File: config.mk
export PLATFORM = sky130hd
export DESIGN_NAME = extended_euclid_gcd_flat
export DESIGN_NICKNAME = d
export VERILOG_FILES = /design/src/sv/egcd_pkg.sv /design/src/sv/egcd_if.sv /design/src/sv/egcd_dp.sv /design/src/sv/egcd_ctrl.sv /design/src/sv/extended_euclid_gcd.sv /design/src/flat_wrapper.sv
export SDC_FILE = /design/constraint.sdc
export NUM_CORES = 1
export LEC_CHECK = 0
export BUFFER_PORTS_ARGS = -buffer_cell sky130_fd_sc_hd__buf_2
export CAP_MARGIN = 15
export CORE_MARGIN = 2
export CORE_UTILIZATION = 40
export CTS_BUF_LIST = sky130_fd_sc_hd__clkbuf_4
export DETAILED_ROUTE_END_ITERATION = 12
export PLACE_DENSITY_LB_ADDON = 0.25
export SLEW_MARGIN = 20
export SYNTH_ARGS = -nofsm -noshare
export SYNTH_HDL_FRONTEND = slang
export SYNTH_SLANG_ARGS = --single-unit
File: constraint.sdc
create_clock -name clk -period 11 [get_ports clk]
set_clock_uncertainty 0.2 [all_clocks]
set_input_delay 0.55 -clock clk [delete_from_list [all_inputs] [get_ports clk]]
set_output_delay 0.55 -clock clk [all_outputs]
set_load 0.02 [all_outputs]
File: src/sv/egcd_pkg.sv
// Package for the extended Euclid gcd block.
// Holds the default operand width and the controller/datapath command and status types.
// No dependencies.
package egcd_pkg;

	localparam int OPERAND_BITS_DEF = 31;

	typedef struct packed {
		logic load;
		logic start_q;
		logic align;
		logic sub;
		logic update;
		logic capture;
	} egcd_cmd_t;

	typedef struct packed {
		logic align_ok;
		logic last;
		logic r1_zero;
		logic err;
	} egcd_status_t;

endpackage

File: src/sv/egcd_if.sv
// Valid/ready channel interfaces for the extended Euclid gcd block.
// egcd_in_if carries the operand pair, egcd_out_if the gcd and coefficients.
// No dependencies.
interface egcd_in_if #(
	parameter int OPERAND_BITS = 31
);
	logic                    valid;
	logic                    ready;
	logic [OPERAND_BITS-1:0] operand_a;
	logic [OPERAND_BITS-1:0] operand_b;

	modport source (output valid, output operand_a, output operand_b, input ready);
	modport sink   (input valid, input operand_a, input operand_b, output ready);
endinterface

interface egcd_out_if #(
	parameter int OPERAND_BITS = 31
);
	logic                    valid;
	logic                    ready;
	logic [OPERAND_BITS-1:0] divisor_out;
	logic signed [OPERAND_BITS:0] coef_a;
	logic signed [OPERAND_BITS:0] coef_b;
	logic                    order_error;

	modport source (output valid, output divisor_out, output coef_a, output coef_b,
		output order_error, input ready);
	modport sink   (input valid, input divisor_out, input coef_a, input coef_b,
		input order_error, output ready);
endinterface

File: src/sv/egcd_dp.sv
// Datapath of the extended Euclid gcd block: remainder pair, coefficient pairs,
// shift-subtract quotient unit with Horner accumulation of q*s and q*t, result register.
// Depends on egcd_pkg.
module egcd_dp import egcd_pkg::*; #(
	parameter int OPERAND_BITS = OPERAND_BITS_DEF
) (
	input  logic                         clk,
	input  egcd_cmd_t                    cmd,
	output egcd_status_t                 sts,
	input  logic [OPERAND_BITS-1:0]      operand_a,
	input  logic [OPERAND_BITS-1:0]      operand_b,
	output logic [OPERAND_BITS-1:0]      divisor_out,
	output logic signed [OPERAND_BITS:0] coef_a,
	output logic signed [OPERAND_BITS:0] coef_b,
	output logic                         order_error
);
	localparam int W  = OPERAND_BITS;
	localparam int C  = OPERAND_BITS + 1;
	localparam int KW = $clog2(OPERAND_BITS);

	logic [W-1:0]  r0_q, r1_q, rem_q, dv_q;
	logic [C-1:0]  s0_q, s1_q, t0_q, t1_q, acc_s_q, acc_t_q;
	logic [KW-1:0] k_q;
	logic          err_q;
	logic          take;

	logic [W-1:0]  div_q;
	logic [C-1:0]  ca_q, cb_q;
	logic          oe_q;

	assign take         = dv_q <= rem_q;
	assign sts.align_ok = {dv_q, 1'b0} <= {1'b0, rem_q};
	assign sts.last     = k_q == '0;
	assign sts.r1_zero  = r1_q == '0;
	assign sts.err      = err_q;

	always_ff @(posedge clk) begin
		if (cmd.load) begin
			r0_q  <= operand_a;
			r1_q  <= operand_b;
			s0_q  <= C'(1);
			s1_q  <= '0;
			t0_q  <= '0;
			t1_q  <= C'(1);
			err_q <= operand_a < operand_b;
		end
		if (cmd.start_q) begin
			rem_q   <= r0_q;
			dv_q    <= r1_q;
			k_q     <= '0;
			acc_s_q <= '0;
			acc_t_q <= '0;
		end
		if (cmd.align) begin
			dv_q <= {dv_q[W-2:0], 1'b0};
			k_q  <= k_q + KW'(1);
		end
		if (cmd.sub) begin
			if (take) begin
				rem_q <= rem_q - dv_q;
			end
			acc_s_q <= {acc_s_q[C-2:0], 1'b0} + (take ? s1_q : '0);
			acc_t_q <= {acc_t_q[C-2:0], 1'b0} + (take ? t1_q : '0);
			dv_q    <= {1'b0, dv_q[W-1:1]};
			k_q     <= k_q - KW'(1);
		end
		if (cmd.update) begin
			r0_q <= r1_q;
			r1_q <= rem_q;
			s0_q <= s1_q;
			s1_q <= s0_q - acc_s_q;
			t0_q <= t1_q;
			t1_q <= t0_q - acc_t_q;
		end
		if (cmd.capture) begin
			div_q <= r0_q;
			ca_q  <= s0_q;
			cb_q  <= t0_q;
			oe_q  <= err_q;
		end
	end

	assign divisor_out = div_q;
	assign coef_a      = signed'(ca_q);
	assign coef_b      = signed'(cb_q);
	assign order_error = oe_q;
endmodule

File: src/sv/egcd_ctrl.sv
// Controller of the extended Euclid gcd block: sequences load, quotient alignment,
// shift-subtract steps, remainder update and result capture; owns the handshakes.
// Depends on egcd_pkg.
module egcd_ctrl import egcd_pkg::*; (
	input  logic         clk,
	input  logic         arst_n,
	input  logic         in_valid,
	output logic         in_ready,
	output logic         out_valid,
	input  logic         out_ready,
	output egcd_cmd_t    cmd,
	input  egcd_status_t sts
);
	typedef enum logic [2:0] {IDLE, TEST, ALIGN, SUB, UPDATE, DONE} state_t;

	state_t state_q;
	logic   out_valid_q;

	always_comb begin
		cmd = '0;
		case (state_q)
			IDLE:   cmd.load    = in_valid;
			TEST:   cmd.start_q = !(sts.err || sts.r1_zero);
			ALIGN:  cmd.align   = sts.align_ok;
			SUB:    cmd.sub     = 1'b1;
			UPDATE: cmd.update  = 1'b1;
			DONE:   cmd.capture = !out_valid_q || out_ready;
			default: cmd = '0;
		endcase
	end

	always_ff @(posedge clk or negedge arst_n) begin
		if (!arst_n) begin
			state_q     <= IDLE;
			out_valid_q <= 1'b0;
		end else begin
			if (cmd.capture) begin
				out_valid_q <= 1'b1;
			end else if (out_ready) begin
				out_valid_q <= 1'b0;
			end
			case (state_q)
				IDLE: begin
					if (in_valid) state_q <= TEST;
				end
				TEST: begin
					state_q <= (sts.err || sts.r1_zero) ? DONE : ALIGN;
				end
				ALIGN: begin
					if (!sts.align_ok) state_q <= SUB;
				end
				SUB: begin
					if (sts.last) state_q <= UPDATE;
				end
				UPDATE: begin
					state_q <= TEST;
				end
				DONE: begin
					if (cmd.capture) state_q <= IDLE;
				end
				default: state_q <= IDLE;
			endcase
		end
	end

	assign in_ready  = state_q == IDLE;
	assign out_valid = out_valid_q;
endmodule

File: src/sv/extended_euclid_gcd.sv
// Extended Euclid gcd: d = gcd(a, b) and coefficients s, t with d = s*a + t*b.
// Each quotient q is computed in the single shift-subtract unit; special cases
// (a < b, which sets order_error, or b = 0) go straight to the result.
// One item in flight; the next is accepted the cycle after its result enters the
// output register, which holds while the sink stalls.
// Reset clears the controller and the output valid flag; no data state is kept.
module extended_euclid_gcd import egcd_pkg::*; #(
	parameter int OPERAND_BITS = OPERAND_BITS_DEF
) (
	input logic        clk,
	input logic        arst_n,
	egcd_in_if.sink    in_ch,
	egcd_out_if.source out_ch
);
	egcd_cmd_t    cmd;
	egcd_status_t sts;

	egcd_ctrl u_ctrl (
		.clk       (clk),
		.arst_n    (arst_n),
		.in_valid  (in_ch.valid),
		.in_ready  (in_ch.ready),
		.out_valid (out_ch.valid),
		.out_ready (out_ch.ready),
		.cmd       (cmd),
		.sts       (sts)
	);

	egcd_dp #(
		.OPERAND_BITS (OPERAND_BITS)
	) u_dp (
		.clk         (clk),
		.cmd         (cmd),
		.sts         (sts),
		.operand_a   (in_ch.operand_a),
		.operand_b   (in_ch.operand_b),
		.divisor_out (out_ch.divisor_out),
		.coef_a      (out_ch.coef_a),
		.coef_b      (out_ch.coef_b),
		.order_error (out_ch.order_error)
	);
endmodule
File: src/flat_wrapper.sv
// flat-port wrapper written by rule: the top's interface ports become plain ports
module extended_euclid_gcd_flat import egcd_pkg::*;
#(
	parameter int OPERAND_BITS = OPERAND_BITS_DEF
)
  (clk, arst_n, in_ch_valid, in_ch_operand_a, in_ch_operand_b, in_ch_ready, out_ch_valid, out_ch_divisor_out, out_ch_coef_a, out_ch_coef_b, out_ch_order_error, out_ch_ready);
  egcd_in_if #(.OPERAND_BITS(OPERAND_BITS)) in_ch_i ();
  egcd_out_if #(.OPERAND_BITS(OPERAND_BITS)) out_ch_i ();
  input logic clk;
  input logic arst_n;
  input wire logic [$bits(in_ch_i.valid)-1:0] in_ch_valid;
  input wire logic [$bits(in_ch_i.operand_a)-1:0] in_ch_operand_a;
  input wire logic [$bits(in_ch_i.operand_b)-1:0] in_ch_operand_b;
  output wire logic [$bits(in_ch_i.ready)-1:0] in_ch_ready;
  output wire logic [$bits(out_ch_i.valid)-1:0] out_ch_valid;
  output wire logic [$bits(out_ch_i.divisor_out)-1:0] out_ch_divisor_out;
  output wire logic [$bits(out_ch_i.coef_a)-1:0] out_ch_coef_a;
  output wire logic [$bits(out_ch_i.coef_b)-1:0] out_ch_coef_b;
  output wire logic [$bits(out_ch_i.order_error)-1:0] out_ch_order_error;
  input wire logic [$bits(out_ch_i.ready)-1:0] out_ch_ready;
  assign in_ch_i.valid = in_ch_valid;
  assign in_ch_i.operand_a = in_ch_operand_a;
  assign in_ch_i.operand_b = in_ch_operand_b;
  assign in_ch_ready = in_ch_i.ready;
  assign out_ch_valid = out_ch_i.valid;
  assign out_ch_divisor_out = out_ch_i.divisor_out;
  assign out_ch_coef_a = out_ch_i.coef_a;
  assign out_ch_coef_b = out_ch_i.coef_b;
  assign out_ch_order_error = out_ch_i.order_error;
  assign out_ch_i.ready = out_ch_ready;
  extended_euclid_gcd #(.OPERAND_BITS(OPERAND_BITS)) u_core (.clk(clk), .arst_n(arst_n), .in_ch(in_ch_i), .out_ch(out_ch_i));
endmodule
==> results of run 1 <==
-- power groups by stage --
stage | combinational, uW | sequential [uW] | clock, uW
finish | 5640 | 3040 | 1470
global route | 6310 | 3120 | 1600
CTS | 5640 | 3050 | 1530
detailed placement | 5570 | 3080 | 0
global placement | 5480 | 3060 | 0
floorplan | 4310 | 2960 | 0
-- flip-flops by register name (all words and copies together), names as in the netlist --
name and count:
u_core.u_dp.t1_q 32, u_core.u_dp.rem_q 31, u_core.u_dp.coef_b 32, u_core.u_dp.r0_q 31
u_core.u_dp.r1_q 31, u_core.u_dp.s1_q 32, u_core.u_dp.acc_s_q 32, u_core.u_dp.acc_t_q 32
u_core.u_dp.err_q 1, u_core.u_dp.order_error 1, u_core.u_ctrl.state_q 3, u_core.u_ctrl.out_valid 1
u_core.u_dp.coef_a 32, u_core.u_dp.s0_q 32, u_core.u_dp.dv_q 31, u_core.u_dp.t0_q 32
u_core.u_dp.divisor_out 31, u_core.u_dp.k_q 5
-- worst min-delay path by stage --
stage | from | endpoint | slack, ns
after CTS | in_ch_operand_a[14] | u_core.u_dp.r0_q[14] | 0.15
after global routing | in_ch_operand_a[17] | u_core.u_dp.r0_q[17] | 0.22
after detailed placement | arst_n | u_core.u_ctrl.out_valid | 0.19
final | in_ch_operand_a[17] | u_core.u_dp.r0_q[17] | 0.25
after global placement | arst_n | u_core.u_ctrl.out_valid | 0.19
after floorplan | arst_n | u_core.u_ctrl.out_valid | 0.05
-- cell type report --
cell class              instances  area [um2]
flip-flops and latches        422       12300
clock buffers                 176        1320
repair buffers                243        1580
inverters                     188         706
fillers                      6095       33700
clock inverters                39         214
multi-input cells            1804       12200
well taps                     846        1060
diodes                          2        5.00
-- through the flow --
stage                     util (%)  worst slack, ns  instances  hold WS, ns
after floorplan                  -             2.21       2500       0.0544
after global routing          46.6             4.37       3719        0.220
after detailed placement      43.1             4.91       3437        0.192
after CTS                     46.6             4.87       3718        0.154
final                         46.6             4.93       3720        0.252
after global placement        43.1             5.13       3437        0.190
-- metal layers --
layer / vias to the layer above / share of wire [%]
met3: 112 / 5.6
met5: - / 0
li1: 9682 / -
met2: 515 / 48
met1: 9477 / 44
met4: 0 / 2.3
-- worst min-delay path, stage by stage --
cell	delay (ns)
dlygate4sd3_1	0.51
buf_2	0.11
nand2_1	0.05
nand2_1	0.05
-- cells in the mapped netlist (6+ instances only) --
| cell type | n | area, um2 |
|---|---|---|
| mux2i_1 | 58 | 581 |
| and2_1 | 70 | 438 |
| a211oi_1 | 24 | 180 |
| o21bai_1 | 12 | 90.1 |
| a31o_2 | 6 | 52.6 |
| nor2_1 | 173 | 649 |
| a211o_1 | 9 | 78.8 |
| mux2_2 | 10 | 113 |
| nand3_1 | 37 | 185 |
| and3_1 | 90 | 563 |
| nor4_1 | 9 | 56.3 |
| a21oi_1 | 148 | 741 |
| nor3_1 | 39 | 195 |
| or3_1 | 6 | 37.5 |
| nor3b_1 | 11 | 82.6 |
| o211ai_1 | 14 | 105 |
| o31ai_1 | 8 | 60.1 |
| buf_6 | 6 | 67.6 |
| or2_2 | 10 | 62.6 |
| nand2_1 | 269 | 1010 |
| xor2_1 | 55 | 482 |
| nand2b_1 | 40 | 250 |
| a21oi_2 | 11 | 96.3 |
| a21o_1 | 84 | 631 |
| a21boi_0 | 6 | 45.0 |
| clkbuf_1 | 69 | 259 |
| o221ai_1 | 8 | 70.1 |
| nand4_1 | 30 | 188 |
| o21ai_0 | 165 | 826 |
| edfxtp_1 | 386 | 11600 |
| xnor2_1 | 61 | 534 |
| nor2b_1 | 24 | 150 |
| a31oi_1 | 15 | 93.8 |
| o21a_1 | 19 | 143 |
| ha_1 | 216 | 2700 |
| inv_1 | 188 | 706 |
| dfxtp_1 | 32 | 641 |
-- kinds of logic after synthesis --
group,Yosys count
simple gates,825
fa+ha+maj,221
compound gates,574
flops,422
mux,68
buf+inv,274
xor+xnor,116
==> flow_metrics.py, run 1 <==
metrics = {
    "synth": {
        "ys_seq_elements": 422,
        "synthSimpleGateAreaFrac_pct": 15.7,
        "synth_compound_area_share_pct": 14.1,
        "synth_cell_types": 71,
        "muxShareOfSynthArea_pct": 2.71,
        "synth_edf_count": 386,
        "synth_ff_type": "edfxtp_1",
        "synth_nets": 2787,
        "synth_top_family_by_area": "simple AND/OR/NAND/NOR gates",
        "synthCells": 2500,
        "synth_xor_area_share_pct": 3.98,
        "synth_warnings": 0,
        "syn_area_um2": 25500,
        "synthArstFlopShare_pct": 0.948,
        "avgSynthCellArea_um2": 10.2,
        "synthAdderAreaFrac_pct": 11.0,
        "synth.yosys.seq_area_share_pct": 48.3,
    },
    "critical_path": {
        "path_cells": "inv_1, ha_1, nand3_1, or4_1, a21oi_1, o2111ai_1, a21oi_2, or2_1, buf_4, and2_1, ha_1, a21oi_1, o21ai_0, or2_2, o211ai_1, a21boi_0, o41ai_1, o21ai_0, xnor2_1, nor2_1",
        "crit_path_top_delay_cell": "o41ai_1",
        "crit_end": "u_core.u_dp.acc_s_q[26]",
        "worstReg2RegEnd": "u_core.u_dp.acc_s_q[26]",
        "slowest_delay_ns": 0.58,
        "cp_num_cells": 20,
        "worstPathMaxFanout": 63,
        "ff2ff_path_depth": 20,
        "crit_family": "compound AO/OA/AOI/OAI gates",
        "required_ns": 11.42,
        "rrSetupSlack_ns": 4.93,
        "arrival_ns": 6.49,
        "crit_path_start_kind": "flop",
        "crit_buf_inv": 2,
        "setup.worst_path.class": "flop to flop",
        "end_kind": "flop",
        "r2r_start": "u_core.u_dp.dv_q[9]",
        "crit_path_start": "u_core.u_dp.dv_q[9]",
    },
    "timing": {
        "fin_tns_setup_ns": 0,
        "fmax_mhz": 165,
        "report.final.setup_viol": 0,
        "rsz0062_at_grt": "no",
        "min_period_ns": 6.07,
        "slew_violations": 0,
        "finalCritPeriodShare_pct": 55.2,
        "maxSlewHeadroom_pct": 29.9,
        "hold_viol_final": 0,
        "worst_pin_slew_ns": 1.04,
    },
    "floorplanning": {
        "fp.dieH_um": 257,
        "start_util_pct": 40.5,
        "io_pins": 164,
        "fp-row-count": 92,
        "fp.dieW_um": 257,
        "coreArea_um2": 63100,
        "die-area_um2": 65900,
    },
    "grt": {
        "grt_use_met2_pct": 33.0,
        "grt_pass1_vias": 20000,
        "grt_use_met1_pct": 25.6,
        "grt_pass1_wl_mm": 105,
        "gr-usage-met3_pct": 3.42,
        "top_usage_layer": "met2",
        "grt_max_degree": 74,
        "antenna_found_initial": 2,
        "track_usage_pct": 19.7,
        "grt_overflow_total": 0,
    },
    "route": {
        "wl_per_cell_um": 17.6,
        "routed_wl_mm": 65.3,
        "antenna_left": 0,
        "vias": 19800,
        "drc": 0,
        "viasPerCell": 5.32,
        "firstDrtPassIters": 5,
        "drtIter0Drc": 1326,
    },
    "placed_design": {
        "gp_congestion": 0.920,
        "io_buffer_count": 163,
        "placed_cell_area_um2": 27200,
        "dp_hpwl_mm": 45.9,
    },
    "cts": {
        "clock_path_buffers": 3,
        "clk_latency_ns": 0.94,
        "cts_buffers": 118,
        "cts_max_level": 3,
        "post_cts_buffers": 0,
        "ctsHoldBuffers": 66,
        "cts_resized": 0,
        "clk_pin_slew_ns": 0.07,
        "ctsRootBufferMaster": "clkbuf_4",
        "cts_tree": "yes",
        "cts_sinks": 422,
    },
    "pwr": {
        "p_clk_share_pct": 14.5,
        "intPower_uw": 5580,
        "p_leak_uw": 0.0127,
        "peakVddDrop_uv": 174,
        "seqPwrFrac_pct": 30.0,
        "switching_share_pct": 45.0,
        "p_per_area_nw_per_um2": 345,
        "p_switching_uw": 4570,
        "totalPowerFinal_uw": 10200,
        "combPwrFrac_pct": 55.6,
    },
    "outcome": {
        "outcome": "finished, final reports clean",
    },
    "hold_path": {
        "min_path_type": "primary input to flop",
        "hold_path_depth": 4,
    },
    "final_layout": {
        "syn_to_final_growth_pct": 15.1,
        "mostFrequentLayoutCells": "edfxtp_1, nand2_1, ha_1",
        "final_common_cell": "edfxtp_1",
        "nets": 3064,
        "drive_gt1_share_pct": 14.6,
        "postLayoutCellArea_um2": 29400,
    },
    "flow_run": {
        "drv_cap": 0,
    },
}
No activity file was read; power rests on OpenSTA's default activity.
==> run 2, diff against run 1 <==
==> constraint.sdc (replaced) <==
create_clock -name clk -period 5.4 [get_ports clk]
set_clock_uncertainty 0.2 [all_clocks]
set_input_delay 0.27 -clock clk [delete_from_list [all_inputs] [get_ports clk]]
set_output_delay 0.27 -clock clk [all_outputs]
set_load 0.02 [all_outputs]
==> flow_metrics.py, run 2 (synthesized netlist as in run 1, its figures left out) <==
metrics = {
    "grt": {
        "antenna_found_initial": 1,
        "grt_max_degree": 107,
        "track_usage_pct": 20.2,
        "grt_overflow_total": 0,
        "grt_pass1_wl_mm": 107,
        "grt_pass1_vias": 20500,
    },
    "pwr": {
        "p_per_area_nw_per_um2": 705,
        "p_leak_uw": 0.0131,
        "peakVddDrop_uv": 266,
    },
    "route": {
        "vias": 20300,
        "routed_wl_mm": 67.4,
        "drc": 0,
        "firstDrtPassIters": 5,
        "viasPerCell": 5.34,
        "antenna_left": 0,
        "wl_per_cell_um": 17.7,
        "drtIter0Drc": 1219,
    },
    "final_layout": {
        "final_common_cell": "edfxtp_1",
        "postLayoutCellArea_um2": 30200,
        "nets": 3144,
        "mostFrequentLayoutCells": "edfxtp_1, nand2_1, ha_1",
        "syn_to_final_growth_pct": 18.3,
        "drive_gt1_share_pct": 15.8,
    },
    "cts": {
        "ctsRootBufferMaster": "clkbuf_4",
        "cts_tree": "yes",
        "cts_sinks": 422,
        "cts_max_level": 3,
        "clock_path_buffers": 3,
        "clk_pin_slew_ns": 0.06,
        "clk_latency_ns": 0.90,
        "cts_buffers": 115,
    },
    "critical_path": {
        "crit_family": "compound AO/OA/AOI/OAI gates",
        "crit_path_top_delay_cell": "fa_1",
        "arrival_ns": 5.42,
        "path_cells": "inv_1, ha_1, a21oi_2, o21ai_0, a211oi_1, o31a_1, a21oi_2, or2_4, buf_12, and2_1, ha_1, fa_1, a21oi_2, o2111ai_2, nand4_1, a21oi_1, o21ai_1, o21ai_0, buf_4, a21oi_1, xor2_1, nor2_1",
        "slowest_delay_ns": 0.45,
        "required_ns": 5.75,
        "setup.worst_path.class": "flop to flop",
        "crit_buf_inv": 3,
        "cpMostUsedCell": "a21oi_2",
        "worstPathMaxFanout": 25,
        "crit_path_start_kind": "flop",
        "rrSetupSlack_ns": 0.33,
        "end_kind": "flop",
    },
    "floorplanning": {
        "fp-row-count": 92,
        "fp.dieH_um": 257,
        "coreArea_um2": 63100,
        "fp.dieW_um": 257,
        "die-area_um2": 65900,
        "start_util_pct": 40.5,
        "io_pins": 164,
    },
    "timing": {
        "setup_slack_ns": 0.331,
        "hold_viol_final": 0,
        "finalCritPeriodShare_pct": 93.9,
        "min_period_ns": 5.07,
        "maxSlewHeadroom_pct": 35.7,
        "slew_violations": 0,
        "report.final.setup_viol": 0,
        "fin_tns_setup_ns": 0,
        "fmax_mhz": 197,
        "worst_pin_slew_ns": 0.965,
        "holdWs_ns": 0.0713,
    },
    "outcome": {
        "outcome": "finished, final reports clean",
    },
    "placed_design": {
        "io_buffer_count": 163,
        "placed_cell_area_um2": 27600,
        "preCtsSetupSlack_ns": 0.0831,
        "gp_congestion": 0.912,
        "dp_hpwl_mm": 46.8,
    },
    "hold_path": {
        "min_path_type": "primary input to flop",
    },
    "flow_run": {
        "drv_cap": 0,
    },
}
[run 2: through the flow]
step	total power, uW	std cells	util [%]
final	21300	3797	47.9
after global routing	23100	3797	47.9
after CTS	21300	3789	47.7
after detailed placement	18100	3482	43.7
after global placement	17800	3482	43.7
after floorplan	14800	2500	-
[run 2: worst paths after layout]
| kind | start | end | depth (start not counted) |
|---|---|---|---|
| setup / recovery | u_core.u_dp.dv_q[12] | u_core.u_dp.acc_t_q[25] | 22 |
| min in group asynchronous | arst_n | u_core.u_ctrl.out_valid | 3 |
| max in group asynchronous | arst_n | u_core.u_ctrl.state_q[2] | 3 |
| setup reg to reg | u_core.u_dp.dv_q[12] | u_core.u_dp.acc_t_q[25] | 22 |
| hold / removal | in_ch_operand_b[16] | u_core.u_dp.r1_q[16] | 4 |
| hold reg to reg | u_core.u_dp.t0_q[22] | u_core.u_dp.coef_b[22] | 0 |
[run 2: routing by layer]
| metal | track usage, % | up-vias | routed length (um) |
|---|---|---|---|
| met5 | 0 | - | 0 |
| met4 | 6.93 | 0 | 1550 |
| met3 | 3.55 | 106 | 3440 |
| met2 | 34.8 | 507 | 32600 |
| met1 | 25.5 | 9830 | 29700 |
| li1 | - | 9838 | - |
[run 2: cell type report]
cell class	count	area [um2]
clock inverters	46	295
clock buffers	160	1200
inverters	188	706
fillers	6040	32900
flip-flops and latches	422	12300
well taps	846	1060
multi-input cells	1804	12300
repair buffers	326	2360
diodes	5	12.5
[run 2: tightest hold or removal path: stages]
cell and delay (ns):
dlygate4sd3_1 0.51, buf_2 0.09, inv_1 0.04, o21ai_0 0.14
[run 2: timing repair]
action / CTS / global route
setup buffers: 0 / 2
resized for setup: 0 / 17
hold endpoints to repair: 71 / 0
hold buffers: 101 / 0
setup endpoints to repair: 0 / 31
[run 2: report_power, final]
part           internal, uW  switching, uW
clock                  1560           1410
sequential             5280            927
combinational          4970           7170
==> run 3, diff against run 2 <==
--- a/config.mk
+++ b/config.mk
@@ -8,9 +8,10 @@
 export BUFFER_PORTS_ARGS = -buffer_cell sky130_fd_sc_hd__buf_2
 export CAP_MARGIN = 15
 export CORE_MARGIN = 2
-export CORE_UTILIZATION = 40
+export CORE_UTILIZATION = 57
 export CTS_BUF_LIST = sky130_fd_sc_hd__clkbuf_4
 export DETAILED_ROUTE_END_ITERATION = 12
+export GPL_TIMING_DRIVEN = 0
 export PLACE_DENSITY_LB_ADDON = 0.25
 export SLEW_MARGIN = 20
 export SYNTH_ARGS = -nofsm -noshare
==> flow_metrics.py, run 3 (synthesized netlist as in run 1, its figures left out) <==
metrics = {
    "timing": {
        "min_period_ns": 5.24,
        "finalCritPeriodShare_pct": 97.0,
        "holdWs_ns": 0.0652,
        "hold_viol_final": 0,
        "slew_violations": 0,
        "fin_tns_setup_ns": 0,
        "maxSlewHeadroom_pct": 25.1,
        "worst_pin_slew_ns": 1.12,
        "fmax_mhz": 191,
        "report.final.setup_viol": 0,
    },
    "pwr": {
        "p_leak_uw": 0.0131,
        "p_switching_uw": 9700,
        "p_clk_share_pct": 13.3,
        "totalPowerFinal_uw": 21700,
        "combPwrFrac_pct": 58.4,
        "peakVddDrop_uv": 350,
        "intPower_uw": 12000,
        "seqPwrFrac_pct": 28.3,
        "p_per_area_nw_per_um2": 717,
        "switching_share_pct": 44.7,
    },
    "flow_run": {
        "drv_cap": 0,
    },
    "critical_path": {
        "ff2ff_path_depth": 21,
        "required_ns": 5.75,
        "setup.worst_path.class": "flop to flop",
        "end_kind": "flop",
        "crit_path_start_kind": "flop",
        "r2r_start": "u_core.u_dp.dv_q[7]",
        "crit_path_start": "u_core.u_dp.dv_q[7]",
        "arrival_ns": 5.59,
        "worstPathMaxFanout": 10,
    },
    "route": {
        "drc": 0,
        "wl_per_cell_um": 18.9,
        "firstDrtPassIters": 6,
        "antenna_left": 0,
        "drtIter0Drc": 1689,
        "routed_wl_mm": 67.8,
        "vias": 20800,
        "viasPerCell": 5.81,
    },
    "final_layout": {
        "drive_gt1_share_pct": 16.7,
        "final_common_cell": "edfxtp_1",
        "postLayoutCellArea_um2": 30300,
        "nets": 3195,
        "mostFrequentLayoutCells": "edfxtp_1, nand2_1, ha_1",
        "finalNonFillerCells": 3587,
        "syn_to_final_growth_pct": 18.6,
    },
    "cts": {
        "ctsRootBufferMaster": "clkbuf_4",
        "clk_pin_slew_ns": 0.07,
        "cts_tree": "yes",
        "cts_max_level": 3,
        "cts_buffers": 110,
        "cts_sinks": 422,
        "clk_latency_ns": 0.88,
        "clock_path_buffers": 3,
    },
    "grt": {
        "gr-usage-met3_pct": 4.67,
        "antenna_found_initial": 2,
        "grt_pass1_wl_mm": 106,
        "grt_max_degree": 52,
        "grt_use_met2_pct": 48.6,
        "grt_overflow_total": 0,
        "grt_use_met1_pct": 36.0,
        "grt_pass1_vias": 20500,
        "track_usage_pct": 28.7,
        "top_usage_layer": "met2",
    },
    "placed_design": {
        "place_inst": 3270,
        "io_buffer_count": 163,
        "placed_cell_area_um2": 27400,
        "gp_congestion": 0.951,
        "dp_hpwl_mm": 49.2,
    },
    "floorplanning": {
        "start_util_pct": 57.8,
        "fp.dieW_um": 216,
        "die-area_um2": 46500,
        "io_pins": 164,
        "coreArea_um2": 44200,
        "fp.dieH_um": 216,
        "fp-row-count": 77,
    },
    "hold_path": {
        "holdCritStartpoint": "in_ch_operand_a[24]",
        "hold_path_depth": 4,
        "min_path_type": "primary input to flop",
    },
    "outcome": {
        "outcome": "finished, final reports clean",
    },
}
==> run 3: changes by cell type in the layout (fill, tap and decap cells not counted), moves of 10 or more <==
cell / before / now
ha_4: 0 / 10
buf_4: 56 / 40
buf_6: 1 / 11
ha_1: 215 / 203
dlygate4sd3_1: 101 / 81
clkbuf_1: 0 / 61
==> run 3: power groups by stage <==
stage	Clock, uW	Sequential, uW	Combinational [uW]
after CTS	2950	6120	12000
after global placement	0	6300	11100
final	2900	6140	12700
after global routing	3100	6250	14000
after detailed placement	0	6190	11600
after floorplan	0	6010	8780
==> run 3: worst max-delay path: stages (launching register included) <==
cell       delay, ns
edfxtp_1        0.40
inv_1           0.09
ha_4            0.29
nand2_1         0.08
or4_1           0.54
a21oi_2         0.18
o2111ai_2       0.17
a21oi_2         0.24
or2_4           0.15
buf_6           0.15
clkbuf_4        0.21
and2_1          0.20
ha_1            0.25
a21o_1          0.18
a21o_1          0.21
a211o_1         0.30
o211ai_1        0.20
o21ai_0         0.21
a21oi_2         0.22
o221ai_1        0.21
a31oi_1         0.20
a211oi_1        0.07
==> run 3: cell type report <==
cell class	count	area, um2
fillers	3306	13900
repair buffers	298	2190
inverters	188	706
diodes	2	5.00
flip-flops and latches	422	12300
multi-input cells	1804	12500
clock buffers	165	1240
well taps	592	741
plain buffers	84	405
clock inverters	32	205
==> run 3: per-stage QoR <==
stage | setup slack (ns) | util (%)
finish | 0.161 | 68.5
global route | -0.106 | 68.5
CTS | 0.000139 | 67.6
detailed placement | -1.07 | 62.0
global placement | -2.70 | 61.3
floorplan | -0.00355 | -
==> run 3: timing repair <==
action                                  4_1_cts  5_1_grt
resized for setup                            39       50
endpoints found under the setup margin       40       33
setup buffers                                14       24
hold endpoints to repair                     80        0
hold buffers                                 81        0
pin swaps                                     9       22
gates cloned                                  0        1
==> run 3: worst paths after layout <==
path,to,slack (ns)
max in group asynchronous,u_core.u_ctrl.out_valid,4.52
worst max-delay path,u_core.u_dp.acc_t_q[16],0.16
worst max register to register,u_core.u_dp.acc_t_q[16],0.16
worst min register to register,u_core.u_dp.coef_a[20],0.26
min in group asynchronous,u_core.u_ctrl.state_q[2],0.22
worst min-delay path,u_core.u_dp.r0_q[24],0.07
==> run 3: routing by layer <==
| layer | vias to the layer above | wire length (um) | share of wire (%) |
|---|---|---|---|
| li1 | 9928 | - | - |
| met1 | 9912 | 27700 | 41 |
| met2 | 841 | 32800 | 48 |
| met3 | 162 | 4610 | 6.8 |
| met4 | 0 | 2630 | 3.9 |
| met5 | - | 0 | 0 |
